<file path="src/rtl/core/gll_pkg.sv">
package gll_pkg;

    // Default widths for the top-level parameters.
    localparam int POSITION_WIDTH_DEF = 16;
    localparam int VALUE_WIDTH_DEF    = 32;

    localparam int KIND_WIDTH = 4;

    // Token kinds as they leave on tuser.
    localparam logic [KIND_WIDTH-1:0] TK_EOF       = 4'd0;
    localparam logic [KIND_WIDTH-1:0] TK_NUMBER    = 4'd1;
    localparam logic [KIND_WIDTH-1:0] TK_H         = 4'd2;
    localparam logic [KIND_WIDTH-1:0] TK_X         = 4'd3;
    localparam logic [KIND_WIDTH-1:0] TK_Z         = 4'd4;
    localparam logic [KIND_WIDTH-1:0] TK_CNOT      = 4'd5;
    localparam logic [KIND_WIDTH-1:0] TK_QUBIT     = 4'd6;
    localparam logic [KIND_WIDTH-1:0] TK_MEASURE   = 4'd7;
    localparam logic [KIND_WIDTH-1:0] TK_LPAREN    = 4'd8;
    localparam logic [KIND_WIDTH-1:0] TK_RPAREN    = 4'd9;
    localparam logic [KIND_WIDTH-1:0] TK_COMMA     = 4'd10;
    localparam logic [KIND_WIDTH-1:0] TK_BAD_IDENT = 4'd11;
    localparam logic [KIND_WIDTH-1:0] TK_BAD_CHAR  = 4'd12;

    // Characters with a meaning of their own.
    localparam logic [7:0] CH_SPACE      = 8'h20;
    localparam logic [7:0] CH_TAB        = 8'h09;
    localparam logic [7:0] CH_CR         = 8'h0D;
    localparam logic [7:0] CH_NEWLINE    = 8'h0A;
    localparam logic [7:0] CH_HASH       = 8'h23;
    localparam logic [7:0] CH_UNDERSCORE = 8'h5F;
    localparam logic [7:0] CH_LPAREN     = 8'h28;
    localparam logic [7:0] CH_RPAREN     = 8'h29;
    localparam logic [7:0] CH_COMMA      = 8'h2C;
    localparam logic [7:0] CH_ZERO       = 8'h30;
    localparam logic [7:0] CH_UPPER_H    = 8'h48;
    localparam logic [7:0] CH_UPPER_X    = 8'h58;
    localparam logic [7:0] CH_UPPER_Z    = 8'h5A;
    localparam logic [7:0] CH_UPPER_C    = 8'h43;
    localparam logic [7:0] CH_LOWER_Q    = 8'h71;
    localparam logic [7:0] CH_LOWER_M    = 8'h6D;

    function automatic logic is_decimal(input logic [7:0] c);
        return (c >= 8'h30) && (c <= 8'h39);
    endfunction

    function automatic logic is_letter(input logic [7:0] c);
        return ((c >= 8'h61) && (c <= 8'h7A)) || ((c >= 8'h41) && (c <= 8'h5A))
            || (c == CH_UNDERSCORE);
    endfunction

    // Keyword spellings, one character per index.
    function automatic logic [7:0] cnot_char(input logic [1:0] idx);
        logic [7:0] ch;
        case (idx)
            2'd0:    ch = 8'h43;  // C
            2'd1:    ch = 8'h4E;  // N
            2'd2:    ch = 8'h4F;  // O
            default: ch = 8'h54;  // T
        endcase
        return ch;
    endfunction

    function automatic logic [7:0] ubit_char(input logic [1:0] idx);
        logic [7:0] ch;
        case (idx)
            2'd0:    ch = 8'h75;  // u
            2'd1:    ch = 8'h62;  // b
            2'd2:    ch = 8'h69;  // i
            default: ch = 8'h74;  // t
        endcase
        return ch;
    endfunction

    function automatic logic [7:0] easure_char(input logic [2:0] idx);
        logic [7:0] ch;
        case (idx)
            3'd0:    ch = 8'h65;  // e
            3'd1:    ch = 8'h61;  // a
            3'd2:    ch = 8'h73;  // s
            3'd3:    ch = 8'h75;  // u
            3'd4:    ch = 8'h72;  // r
            3'd5:    ch = 8'h65;  // e
            default: ch = 8'h00;  // past the end of the word
        endcase
        return ch;
    endfunction

endpackage

</file>
<file path="src/rtl/core/gate_language_lexer.sv">
// Channel   | Dir | Beat contents (lowest bits first)
// ----------+-----+----------------------------------------------------------------
// s_axis    | in  | tdata: source_byte; tlast: end_of_source
// m_axis    | out | tuser: token_kind; tdata: lexeme_start, lexeme_length,
//           |     | line_number, number_value; tlast: last_of_run
//
// One source byte can be taken every cycle while its tokens fit in the queue. A byte
// is held in the input register, is classified and folded into the scan state, and
// its tokens (zero, one or two) enter a two-entry result queue whose head drives
// m_axis; the input register and the queue lie between a byte's transfer and its
// tokens on m_axis. A byte with two tokens is taken only when both fit.
// Reset empties both registers and queue and scans from byte 0, line 1; a stall
// on m_axis fills the queue and drops s_axis_tready until the byte's tokens fit.
module gate_language_lexer
    import gll_pkg::*;
#(
    parameter int POSITION_WIDTH = POSITION_WIDTH_DEF,
    parameter int VALUE_WIDTH    = VALUE_WIDTH_DEF
)(
    input  logic                   clk,
    input  logic                   rst_n,

    input  logic                   s_axis_tvalid,
    output logic                   s_axis_tready,
    input  logic [7:0]             s_axis_tdata,   // source_byte
    input  logic                   s_axis_tlast,   // end_of_source

    output logic                   m_axis_tvalid,
    input  logic                   m_axis_tready,
    // lexeme_start, lexeme_length, line_number, number_value, zero fill to bytes
    output logic [((3*POSITION_WIDTH+VALUE_WIDTH+7)/8)*8-1:0] m_axis_tdata,
    output logic [KIND_WIDTH-1:0]  m_axis_tuser,   // token_kind
    output logic                   m_axis_tlast    // last_of_run
);

    localparam int TDATA_WIDTH = ((3*POSITION_WIDTH+VALUE_WIDTH+7)/8)*8;

    localparam logic [POSITION_WIDTH-1:0] POS_MAX = '1;
    localparam logic [POSITION_WIDTH-1:0] POS_ONE = POSITION_WIDTH'(1);
    localparam logic [POSITION_WIDTH-1:0] POS_FOUR = POSITION_WIDTH'(4);
    localparam logic [POSITION_WIDTH-1:0] POS_FIVE = POSITION_WIDTH'(5);
    localparam logic [POSITION_WIDTH-1:0] POS_SEVEN = POSITION_WIDTH'(7);

    // A number saturates once acc*10 + digit would pass the largest value.
    localparam logic [VALUE_WIDTH-1:0] VAL_MAX       = '1;
    localparam logic [VALUE_WIDTH-1:0] VAL_MAX_DIV10 = VAL_MAX / 10;
    localparam logic [3:0]             VAL_MAX_MOD10 = 4'(VAL_MAX % 10);

    // Scan modes.
    localparam logic [1:0] MODE_IDLE    = 2'd0;
    localparam logic [1:0] MODE_NUMBER  = 2'd1;
    localparam logic [1:0] MODE_IDENT   = 2'd2;
    localparam logic [1:0] MODE_COMMENT = 2'd3;

    typedef struct packed {
        logic [KIND_WIDTH-1:0]     kind;
        logic [POSITION_WIDTH-1:0] start;
        logic [POSITION_WIDTH-1:0] length;
        logic [POSITION_WIDTH-1:0] line;
        logic [VALUE_WIDTH-1:0]    value;
        logic                      last;
    } tok_t;

    // Input register.
    logic       in_valid_reg;
    logic [7:0] in_byte_reg;
    logic       in_end_reg;

    // Scan state.
    logic [1:0]                mode_reg, mode_next;
    logic [POSITION_WIDTH-1:0] pos_reg, pos_next;
    logic [POSITION_WIDTH-1:0] start_reg, start_next;
    logic [POSITION_WIDTH-1:0] count_reg, count_next;
    logic [POSITION_WIDTH-1:0] line_reg, line_next;
    logic [7:0]                first_reg, first_next;
    logic [2:0]                kw_reg, kw_next;
    logic [VALUE_WIDTH-1:0]    acc_reg, acc_next;

    // Result queue: head drives m_axis, tail waits behind it.
    logic [1:0] qcount_reg, qcount_next;
    tok_t       head_reg, head_next;
    tok_t       tail_reg, tail_next;

    // Per-byte results.
    tok_t       res0, res1;
    logic [1:0] nres;

    logic       pop;
    logic [1:0] left;
    logic       consume;

    // Scan logic for the byte in the input register.
    always_comb
    begin
        logic [7:0]                c;
        logic                      digit;
        logic                      alpha;
        logic                      stay;
        logic                      flush_has;
        logic                      second_has;
        tok_t                      flush_tok;
        tok_t                      second_tok;
        logic [KIND_WIDTH-1:0]     ident_kind;
        logic [KIND_WIDTH-1:0]     punct_kind;
        logic [POSITION_WIDTH-1:0] pos_inc;
        logic [POSITION_WIDTH-1:0] count_inc;
        logic [POSITION_WIDTH-1:0] line_inc;
        logic [POSITION_WIDTH-1:0] cnt_m1;
        logic [3:0]                d;
        logic                      kw0_keep;
        logic                      kw1_keep;
        logic                      kw2_keep;

        c         = in_byte_reg;
        digit     = is_decimal(c);
        alpha     = is_letter(c);
        d         = 4'(c - CH_ZERO);
        pos_inc   = (pos_reg == POS_MAX) ? pos_reg : pos_reg + POS_ONE;
        count_inc = (count_reg == POS_MAX) ? count_reg : count_reg + POS_ONE;
        line_inc  = (line_reg == POS_MAX) ? line_reg : line_reg + POS_ONE;
        cnt_m1    = count_reg - POS_ONE;

        // Keyword prefixes are checked against the character's place in the word.
        kw0_keep = !((count_reg < POS_FOUR) && (c != cnot_char(count_reg[1:0])));
        kw1_keep = (count_reg >= POS_ONE) && (count_reg < POS_FIVE)
                && (c == ubit_char(cnt_m1[1:0]));
        kw2_keep = (count_reg >= POS_ONE) && (count_reg < POS_SEVEN)
                && (c == easure_char(cnt_m1[2:0]));

        unique case (first_reg)
            CH_UPPER_H: ident_kind = TK_H;
            CH_UPPER_X: ident_kind = TK_X;
            CH_UPPER_Z: ident_kind = TK_Z;
            CH_UPPER_C: ident_kind = (kw_reg[0] && (count_reg >= POS_FOUR))
                                     ? TK_CNOT : TK_BAD_IDENT;
            CH_LOWER_Q: ident_kind = (kw_reg[1] && (count_reg == POS_FIVE))
                                     ? TK_QUBIT : TK_BAD_IDENT;
            CH_LOWER_M: ident_kind = (kw_reg[2] && (count_reg == POS_SEVEN))
                                     ? TK_MEASURE : TK_BAD_IDENT;
            default:    ident_kind = TK_BAD_IDENT;
        endcase

        unique case (c)
            CH_LPAREN: punct_kind = TK_LPAREN;
            CH_RPAREN: punct_kind = TK_RPAREN;
            CH_COMMA:  punct_kind = TK_COMMA;
            default:   punct_kind = TK_BAD_CHAR;
        endcase

        // The pending number or identifier, should this byte end it.
        flush_tok.kind   = (mode_reg == MODE_NUMBER) ? TK_NUMBER : ident_kind;
        flush_tok.start  = start_reg;
        flush_tok.length = count_reg;
        flush_tok.line   = line_reg;
        flush_tok.value  = (mode_reg == MODE_NUMBER) ? acc_reg : '0;
        flush_tok.last   = 1'b0;

        second_tok.kind   = punct_kind;
        second_tok.start  = pos_reg;
        second_tok.length = POS_ONE;
        second_tok.line   = line_reg;
        second_tok.value  = '0;
        second_tok.last   = 1'b1;

        mode_next  = mode_reg;
        pos_next   = pos_reg;
        start_next = start_reg;
        count_next = count_reg;
        line_next  = line_reg;
        first_next = first_reg;
        kw_next    = kw_reg;
        acc_next   = acc_reg;
        second_has = 1'b0;

        stay = ((mode_reg == MODE_NUMBER) && digit)
            || ((mode_reg == MODE_IDENT) && (alpha || digit))
            || (mode_reg == MODE_COMMENT);
        flush_has = ((mode_reg == MODE_NUMBER) || (mode_reg == MODE_IDENT))
                 && (in_end_reg || !stay);

        if (in_end_reg)
        begin
            // End of text: flush, emit EOF at the current position, start over.
            second_has        = 1'b1;
            second_tok.kind   = TK_EOF;
            second_tok.length = '0;
            mode_next  = MODE_IDLE;
            pos_next   = '0;
            start_next = '0;
            count_next = '0;
            line_next  = POS_ONE;
            first_next = '0;
            kw_next    = '0;
            acc_next   = '0;
        end
        else if (stay)
        begin
            pos_next = pos_inc;
            if (mode_reg == MODE_NUMBER)
            begin
                count_next = count_inc;
                if ((acc_reg > VAL_MAX_DIV10)
                    || ((acc_reg == VAL_MAX_DIV10) && (d > VAL_MAX_MOD10)))
                    acc_next = VAL_MAX;
                else
                    acc_next = (acc_reg << 3) + (acc_reg << 1) + VALUE_WIDTH'(d);
            end
            else if (mode_reg == MODE_IDENT)
            begin
                count_next = count_inc;
                kw_next    = kw_reg & {kw2_keep, kw1_keep, kw0_keep};
            end
            else if (c == CH_NEWLINE)
            begin
                line_next = line_inc;
                mode_next = MODE_IDLE;
            end
        end
        else
        begin
            // Idle handling, after any pending token was flushed.
            mode_next = MODE_IDLE;
            pos_next  = pos_inc;
            if ((c == CH_SPACE) || (c == CH_TAB) || (c == CH_CR))
            begin
                mode_next = MODE_IDLE;
            end
            else if (c == CH_NEWLINE)
            begin
                line_next = line_inc;
            end
            else if (c == CH_HASH)
            begin
                mode_next = MODE_COMMENT;
            end
            else if (digit)
            begin
                mode_next  = MODE_NUMBER;
                start_next = pos_reg;
                count_next = POS_ONE;
                acc_next   = VALUE_WIDTH'(d);
            end
            else if (alpha)
            begin
                mode_next  = MODE_IDENT;
                start_next = pos_reg;
                count_next = POS_ONE;
                first_next = c;
                kw_next    = {c == CH_LOWER_M, c == CH_LOWER_Q, c == CH_UPPER_C};
            end
            else
            begin
                second_has = 1'b1;
            end
        end

        // Pack the results in order; the final one carries last.
        if (flush_has)
        begin
            res0      = flush_tok;
            res0.last = !second_has;
            res1      = second_tok;
            nres      = second_has ? 2'd2 : 2'd1;
        end
        else
        begin
            res0 = second_tok;
            res1 = second_tok;
            nres = second_has ? 2'd1 : 2'd0;
        end
    end

    // Queue bookkeeping: a byte is taken only when all its results fit.
    assign pop     = (qcount_reg != 2'd0) && m_axis_tready;
    assign left    = qcount_reg - {1'b0, pop};
    assign consume = in_valid_reg && (nres <= (2'd2 - left));

    always_comb
    begin
        head_next   = head_reg;
        tail_next   = tail_reg;
        qcount_next = left + (consume ? nres : 2'd0);
        case (left)
            2'd0:
            begin
                head_next = res0;
                tail_next = res1;
            end
            2'd1:
            begin
                head_next = pop ? tail_reg : head_reg;
                tail_next = res0;
            end
            default:
            begin
                head_next = head_reg;
                tail_next = tail_reg;
            end
        endcase
    end

    assign s_axis_tready = !in_valid_reg || consume;

    always_ff @(posedge clk or negedge rst_n)
    begin
        if (!rst_n)
        begin
            in_valid_reg <= 1'b0;
            qcount_reg   <= 2'd0;
            mode_reg     <= MODE_IDLE;
            pos_reg      <= '0;
            start_reg    <= '0;
            count_reg    <= '0;
            line_reg     <= POS_ONE;
            first_reg    <= '0;
            kw_reg       <= '0;
            acc_reg      <= '0;
        end
        else
        begin
            qcount_reg <= qcount_next;
            if (s_axis_tready)
                in_valid_reg <= s_axis_tvalid;
            if (consume)
            begin
                mode_reg  <= mode_next;
                pos_reg   <= pos_next;
                start_reg <= start_next;
                count_reg <= count_next;
                line_reg  <= line_next;
                first_reg <= first_next;
                kw_reg    <= kw_next;
                acc_reg   <= acc_next;
            end
        end
    end

    // Payload registers carry no reset.
    always_ff @(posedge clk)
    begin
        if (s_axis_tready && s_axis_tvalid)
        begin
            in_byte_reg <= s_axis_tdata;
            in_end_reg  <= s_axis_tlast;
        end
        head_reg <= head_next;
        tail_reg <= tail_next;
    end

    assign m_axis_tvalid = (qcount_reg != 2'd0);
    assign m_axis_tuser  = head_reg.kind;
    assign m_axis_tlast  = head_reg.last;
    assign m_axis_tdata  = TDATA_WIDTH'({head_reg.value, head_reg.line,
                                         head_reg.length, head_reg.start});

endmodule

</file>
<file path="config.mk">
export PLATFORM = sky130hd
export DESIGN_NAME = gate_language_lexer
export DESIGN_NICKNAME = d
export VERILOG_FILES = /design/src/rtl/core/gll_pkg.sv /design/src/rtl/core/gate_language_lexer.sv
export SDC_FILE = /design/constraint.sdc
export NUM_CORES = 1
export LEC_CHECK = 0
export BUFFER_PORTS_ARGS = -buffer_cell sky130_fd_sc_hd__clkbuf_2
export CAP_MARGIN = 15
export CORE_ASPECT_RATIO = 1.2
export CORE_MARGIN = 2
export CORE_UTILIZATION = 50
export CTS_CLUSTER_DIAMETER = 200
export CTS_CLUSTER_SIZE = 14
export DETAILED_ROUTE_END_ITERATION = 16
export PLACE_DENSITY = 0.7
export SYNTH_ARGS = -nofsm -noshare
export SYNTH_HDL_FRONTEND = slang
export SYNTH_SLANG_ARGS = --single-unit
</file>
<file path="constraint.sdc">
create_clock -name clk -period 4 [get_ports clk]
set_input_delay 0.4 -clock clk [delete_from_list [all_inputs] [get_ports clk]]
set_output_delay 0.4 -clock clk [all_outputs]
set_load 0.03 [all_outputs]
</file>
[After elaboration in Yosys (flattened, before gate mapping)]
Index checks and enable logic that the tools add are counted.
Word-level totals
  logic and storage cells: 247
  input bits: 13
  output and inout bits: 87
  register bits after elaboration: 291
Cells by class
  add/subtract/negate cells: 10
  eq/ne operators: 57
  order comparisons: 14
  reductions and logical operators: 54
  mux-type cells: 87
  bitwise operators: 1
Operators by type and width (number)
  $mux W16: 26
  $pmux W85 S2: 2
  $mux W32: 9
  $mux W85: 2
  $eq A8 B7 Y1 const B: 10
  $mux W8: 7
  $add A16 B1 Y16 const B: 3
  $eq A16 B16 Y1 const B: 3
  $lt A16 B3 Y1 const B: 3
  $eq A8 B6 Y1 const B: 5
  $pmux W7 S5: 1
  $add A32 B32 Y32: 1
  $add A32 B4 Y32: 1
  $eq A16 B3 Y1 const B: 2
  $eq A32 B29 Y1 const B: 1
  $gt A32 B29 Y1 const B: 1
  $pmux W5 S3: 2
  $mux W3: 9
  $mux W2: 13
  $eq A8 B4 Y1 const B: 3
  $pmux W4 S6: 1
  $ne A3 B3 Y1 const B: 7
  $mux W4: 5
  $logic_and A1 B1 Y1: 18
  other kinds (39): 88

[Logic depth before layout (Yosys ltp)]
  word-level depth: 17
  depth in mapped cells: 21
  gate-level depth less buffers: 16

[Worst setup path before layout]
Ideal clock, no wire load.
  path kind: register to register
  start: register in_byte_reg[2]
  end: register acc_reg[28]
  setup slack: -38 ps
  cell stages (with the launch flop): 21
  arrival: 3942 ps
  period minus slack after synthesis: 4038 ps
  required time: 3905 ps
  library setup time: 95 ps
  buffers on the path: 5
  path through: edfxtp_1 -> buf_6 -> or2_4 -> o41ai_4 -> o21ai_2 -> a21o_2 -> a21oi_2 -> buf_4 -> buf_2 -> ha_1 -> ha_1 -> nor2b_1 -> o21ai_1 -> and2_1 -> clkbuf_1 -> o211ai_2 -> or3_1 -> clkbuf_1 -> nor2b_2 -> a21oi_1 -> o31ai_1
On the way
  word-level cells in the longest chain between the ends: 16
  elaborated cells between the ends (all ways): 54
  classes of those cells: 2 x add/sub; 8 x order compare; 10 x eq/ne; 14 x mux; 20 x reduce/logical
RTL lines
  from (decl): RTL line gate_language_lexer.sv:66  | logic [7:0] in_byte_reg;
  from (signal assigned): RTL line gate_language_lexer.sv:343  | in_byte_reg <= s_axis_tdata;
  $ge A8 B7 Y1 or $le A8 B7 Y1 (tied branches): RTL line gll_pkg.sv:47  | return ((c >= 8'h61) && (c <= 8'h7A)) || ((c >= 8'h41) && (c <= 8'h5A))
  $logic_and A1 B1 Y1: RTL line gll_pkg.sv:47
  $logic_or A1 B1 Y1: RTL line gll_pkg.sv:47
  $logic_or A1 B1 Y1: RTL line gll_pkg.sv:48  | || (c == CH_UNDERSCORE);
  $mux W1: RTL line gate_language_lexer.sv:243  | else if (alpha)
  $mux W1: RTL line gate_language_lexer.sv:236  | else if (digit)
  $mux W1: RTL line gate_language_lexer.sv:232  | else if (c == CH_HASH)
  $mux W1: RTL line gate_language_lexer.sv:228  | else if (c == CH_NEWLINE)
  $mux W1: RTL line gate_language_lexer.sv:224  | if ((c == CH_SPACE) || (c == CH_TAB) || (c == CH_CR))
  $mux W1: RTL line gate_language_lexer.sv:196  | else if (stay)
  $mux W1: RTL line gate_language_lexer.sv:181  | if (in_end_reg)
  $mux W1 or $mux W2 (tied branches): RTL line gate_language_lexer.sv:269, gate_language_lexer.sv:263
  $mux W2: RTL line gate_language_lexer.sv:258  | if (flush_has)
  $le A2 B2 Y1: RTL line gate_language_lexer.sv:276  | assign consume = in_valid_reg && (nres <= (2'd2 - left));
  $logic_and A1 B1 Y1: RTL line gate_language_lexer.sv:276
  $reduce_and A6 Y1 (no source line)
  to (signal assigned): RTL line gate_language_lexer.sv:333  | acc_reg <= acc_next;
  to (decl): RTL line gate_language_lexer.sv:77  | logic [VALUE_WIDTH-1:0] acc_reg, acc_next;
Several ways; a longest one is shown, not always the timed one. The select of a mux whose other input is x is not followed.
A chain may end at the register's enable or synchronous reset.

[Worst setup path after layout]
  start: register in_byte_reg[1]
  end: output port s_axis_tready
On the way
  word-level cells in the longest chain between the ends: 16
  elaborated cells between the ends (all ways): 40
  classes of those cells: 7 x order compare; 6 x eq/ne; 10 x mux; 17 x reduce/logical
RTL lines
  $ge A8 B7 Y1 or $le A8 B7 Y1 (tied branches): RTL line gll_pkg.sv:47
  $logic_and A1 B1 Y1: RTL line gll_pkg.sv:47
  $logic_or A1 B1 Y1: RTL line gll_pkg.sv:47
  $logic_or A1 B1 Y1: RTL line gll_pkg.sv:48
  $mux W1: RTL line gate_language_lexer.sv:243
  $mux W1: RTL line gate_language_lexer.sv:236
  $mux W1: RTL line gate_language_lexer.sv:232
  $mux W1: RTL line gate_language_lexer.sv:228
  $mux W1: RTL line gate_language_lexer.sv:224
  $mux W1: RTL line gate_language_lexer.sv:196
  $mux W1: RTL line gate_language_lexer.sv:181
  $mux W1 or $mux W2 (tied branches): RTL line gate_language_lexer.sv:269, gate_language_lexer.sv:263
  $mux W2 (*): RTL line gate_language_lexer.sv:258
  $le A2 B2 Y1 (*): RTL line gate_language_lexer.sv:276
  $logic_and A1 B1 Y1 (*): RTL line gate_language_lexer.sv:276
  $logic_or A1 B1 Y1 (*): RTL line gate_language_lexer.sv:302  | assign s_axis_tready = !in_valid_reg || consume;
  to (decl): RTL line gate_language_lexer.sv:24  | output logic s_axis_tready,
Every way passes the cells marked *; elsewhere a longest branch is shown, timed or not.

==> metrics.md <==
| Metric | Value |
|---|---|
| Status | finished, final reports clean |
| Crit-path slowest cell | edfxtp_1 |
| Vias in the first global route | 11200 |
| CP startpoint | in_byte_reg[1] |
| Num CTS Buffers | 24 |
| Worst r2r src | in_byte_reg[1] |
| Wire per inst | 18.3 microns |
| Critical path class | register to output port |
| Post-synth top area share | 0.345 |
| Headroom to the max-slew limit | 0.360 |
| Pleak | 0.00731 uW |
| Starting Density | 0.510 |
| Max_cap viols | 0 |
| Yosys top cell by area | edfxtp_1 |
| Final #Nets | 1635 |
| Initial antenna violation count | 0 |
| DIE AREA | 32600 sq um |
| CTS H-tree lvls | 1 |
| #FFs+latches synth | 291 |
| Max Freq | 263 MHz |
| Most frequent cells in the layout | 179 x edfxtp_1, 162 x nand2_1, 129 x o21ai_0, 111 x dfrtp_1, 98 x nor2_1 |
| Critical path depth | 13 |
| Gate Count Post-Synth | 1457 |
| Largest net degree at the start of global routing | 113 |
| Number of enable flip-flop cells after synthesis | 179 |
| Ant diodes | 0 |
| Rows | 70 |
| # DRC | 0 |
| Synthesis Warnings | 0 |
| Crit path max-delay family | compound AO/OA/AOI/OAI gates |
| Ys async rst share | 0.385 |
| RSZ-0062 raised after global routing | false |
| Commonest non-fill, non-tap cell in the layout | edfxtp_1 |
| Final HPWL DP | 24700 microns |
| Hold Crit Class | input pin to register |
| Clock buffer depth | 3 |
| Final Non-Filler Cells | 1957 |
| Hold Path Cell Cnt | 1 |
| Worst path max stage delay | 0.46 ns |
| PD cells | 841 nW/um^2 |
| Share of cells above drive strength 1 | 0.153 |
| Ys flop type | edfxtp_1 |
| Final Critical Period | 3.81 ns |
| CTS tree | done |
| Die Wd | 165 microns |
| Post-Route WL | 35900 microns |
| Tot GR Track Use | 0.224 |
| Final setup viols | 0 |
| Synthesized area | 15600 sq um |
| Via density | 5.86 |
| Post-synthesis sequential area ratio | 0.524 |
| DRT antenna net count | 0 |
| Starting DRT DRC Count | 798 |
| Final Core Density | 0.568 |
| Hold Path Origin | s_axis_tlast |
| Startpoint Class | register |
| Max reg flops | 85 |
| Top post-synthesis cells by area | edfxtp_1 34%, dfrtp_1 18%, ha_1 6.2%, o21ai_0 4.1%, nand2_1 3.9% |
| CP Max Fanout | 6 |
| Worst path arrival time | 3.41 ns |
| Total number of vias | 11500 |
| Worst skew pair latency | 0.54 ns |
| Maximum vdd drop | 0.000672 V |
| Crit share post-route | 0.952 |
| # clock sinks | 291 |
| Clock-pin transition on the worst setup and hold timing paths | 0.07 ns |
| IO Pins | 100 |
| Filler cells | 2572 |
| DIE HEIGHT | 198 microns |
| Tightest Pin Transition | 0.960 ns |
| Syn Nets | 1549 |
| Dpl cells | 1910 |
| Port buffer count | 99 |
| CP required | 3.60 ns |
| WP buf/inv | 4 |
| Clock Skew | 0.0181 ns |
| CP endpoint kind | output port |
| Root Driver | clkbuf_16 |
| Synth Area per Inst | 10.7 sq um |
| Reg2Reg Depth | 15 |
| Final Max Tran Viols | 0 |
| Total Power | 14600 uW |
| Placeable Area | 30600 sq um |
| Hold_ws | 0.0720 ns |
| Area Growth Syn to Fin | 11.2% |
| First-pass DRT Iterations | 5 |
| GP Congestion | 0.959 |
| Final hold violation count | 0 |
| Crit path cell chain | buf_4, o41ai_4, o21ai_2, a21o_2, a21oi_4, ha_1, ha_1, nor2b_1, o21ai_1, buf_4, inv_1, nand2_1, clkbuf_4 |
| Gr ovfl total | 0 |
| Netlist cell types | 78 |
| First-pass GRT wire length | 58600 microns |
==> what timing repair did <==
item	CTS	global route
gates resized for setup	1	11
setup endpoints to repair	6	43
hold buffers	1	0
setup buffers	0	2
pin swaps	0	1
endpoints found under the hold margin	60	0
==> worst register-to-register path: cells and delay by family (launching register included) <==
family                     cells  cell delay (ns)
AOI/OAI and AO/OA              7             1.63
xor gates and xnor gates       1             0.17
adders and majority gates      2             0.44
buffers and inverters          1             0.21
DFF                            1             0.46
and+or+nand+nor                4             0.76
==> cells in the mapped netlist (all sizes together), types with 13 or more instances <==
cell,count
and2,15
a22o,48
mux2,38
nor3,22
or3,13
buf,27
edfxtp,179
and3,65
nor2,100
nor4,15
a21o,15
ha,77
clkbuf,60
nand3,36
o21ai,133
mux2i,25
nand4,19
nand2,162
dfrtp,111
xor2,24
xnor2,28
a21oi,71
inv,25
==> metrics by stage <==
step           setup slack, ns  cell area, sq um  TNS (ns)
6_report                 0.192             17400         0
5_1_grt                0.00907             17400         0
4_1_cts                 0.0410             17300         0
3_5_place_dp           -0.0330             16600   -0.0794
3_3_place_gp             0.212             16600         0
2_1_floorplan           0.0109             15600         0
==> final cells by class <==
class                   instances  area, sq um  area share
well taps                     396          495      0.0286
clock buffers                  43          693      0.0399
repair buffers                147          901      0.0519
inverters                      26         97.6     0.00562
clock inverters                 1         5.00    0.000288
flip-flops and latches        291         8180       0.471
multi-input cells            1053         6980       0.402
==> metal layers <==
metal  vias to the layer above  share of wire  global-route usage
met3                        64          0.038              0.0214
met4                         0          0.026              0.0696
met5                         -              0                   0
met1                      5595           0.44               0.297
met2                       253           0.50               0.388
li1                       5561              -                   -
==> kinds of logic after synthesis <==
family          Yosys count  synth area share
compound gates          358             0.147
xor+xnor                 52            0.0292
fa+ha+maj                79            0.0643
buf+inv                 113            0.0332
flops                   291             0.524
mux                      63            0.0435
simple gates            501             0.158
==> worst paths after layout <==
path | slack (ns) | endpoint
setup / recovery | 0.19 | s_axis_tready
hold / removal | 0.07 | in_end_reg
setup reg to reg | 0.20 | count_reg[15]
hold reg to reg | 0.51 | start_reg[15]
max in group asynchronous | 3.02 | count_reg[6]
min in group asynchronous | 0.47 | start_reg[13]
==> power by group <==
part / switching [uW] / total [uW] / internal [uW]
combinational: 4850 / 6930 / 2080
clock: 1050 / 2220 / 1170
sequential: 510 / 5450 / 4940
Power figures use the tool's default switching activity.
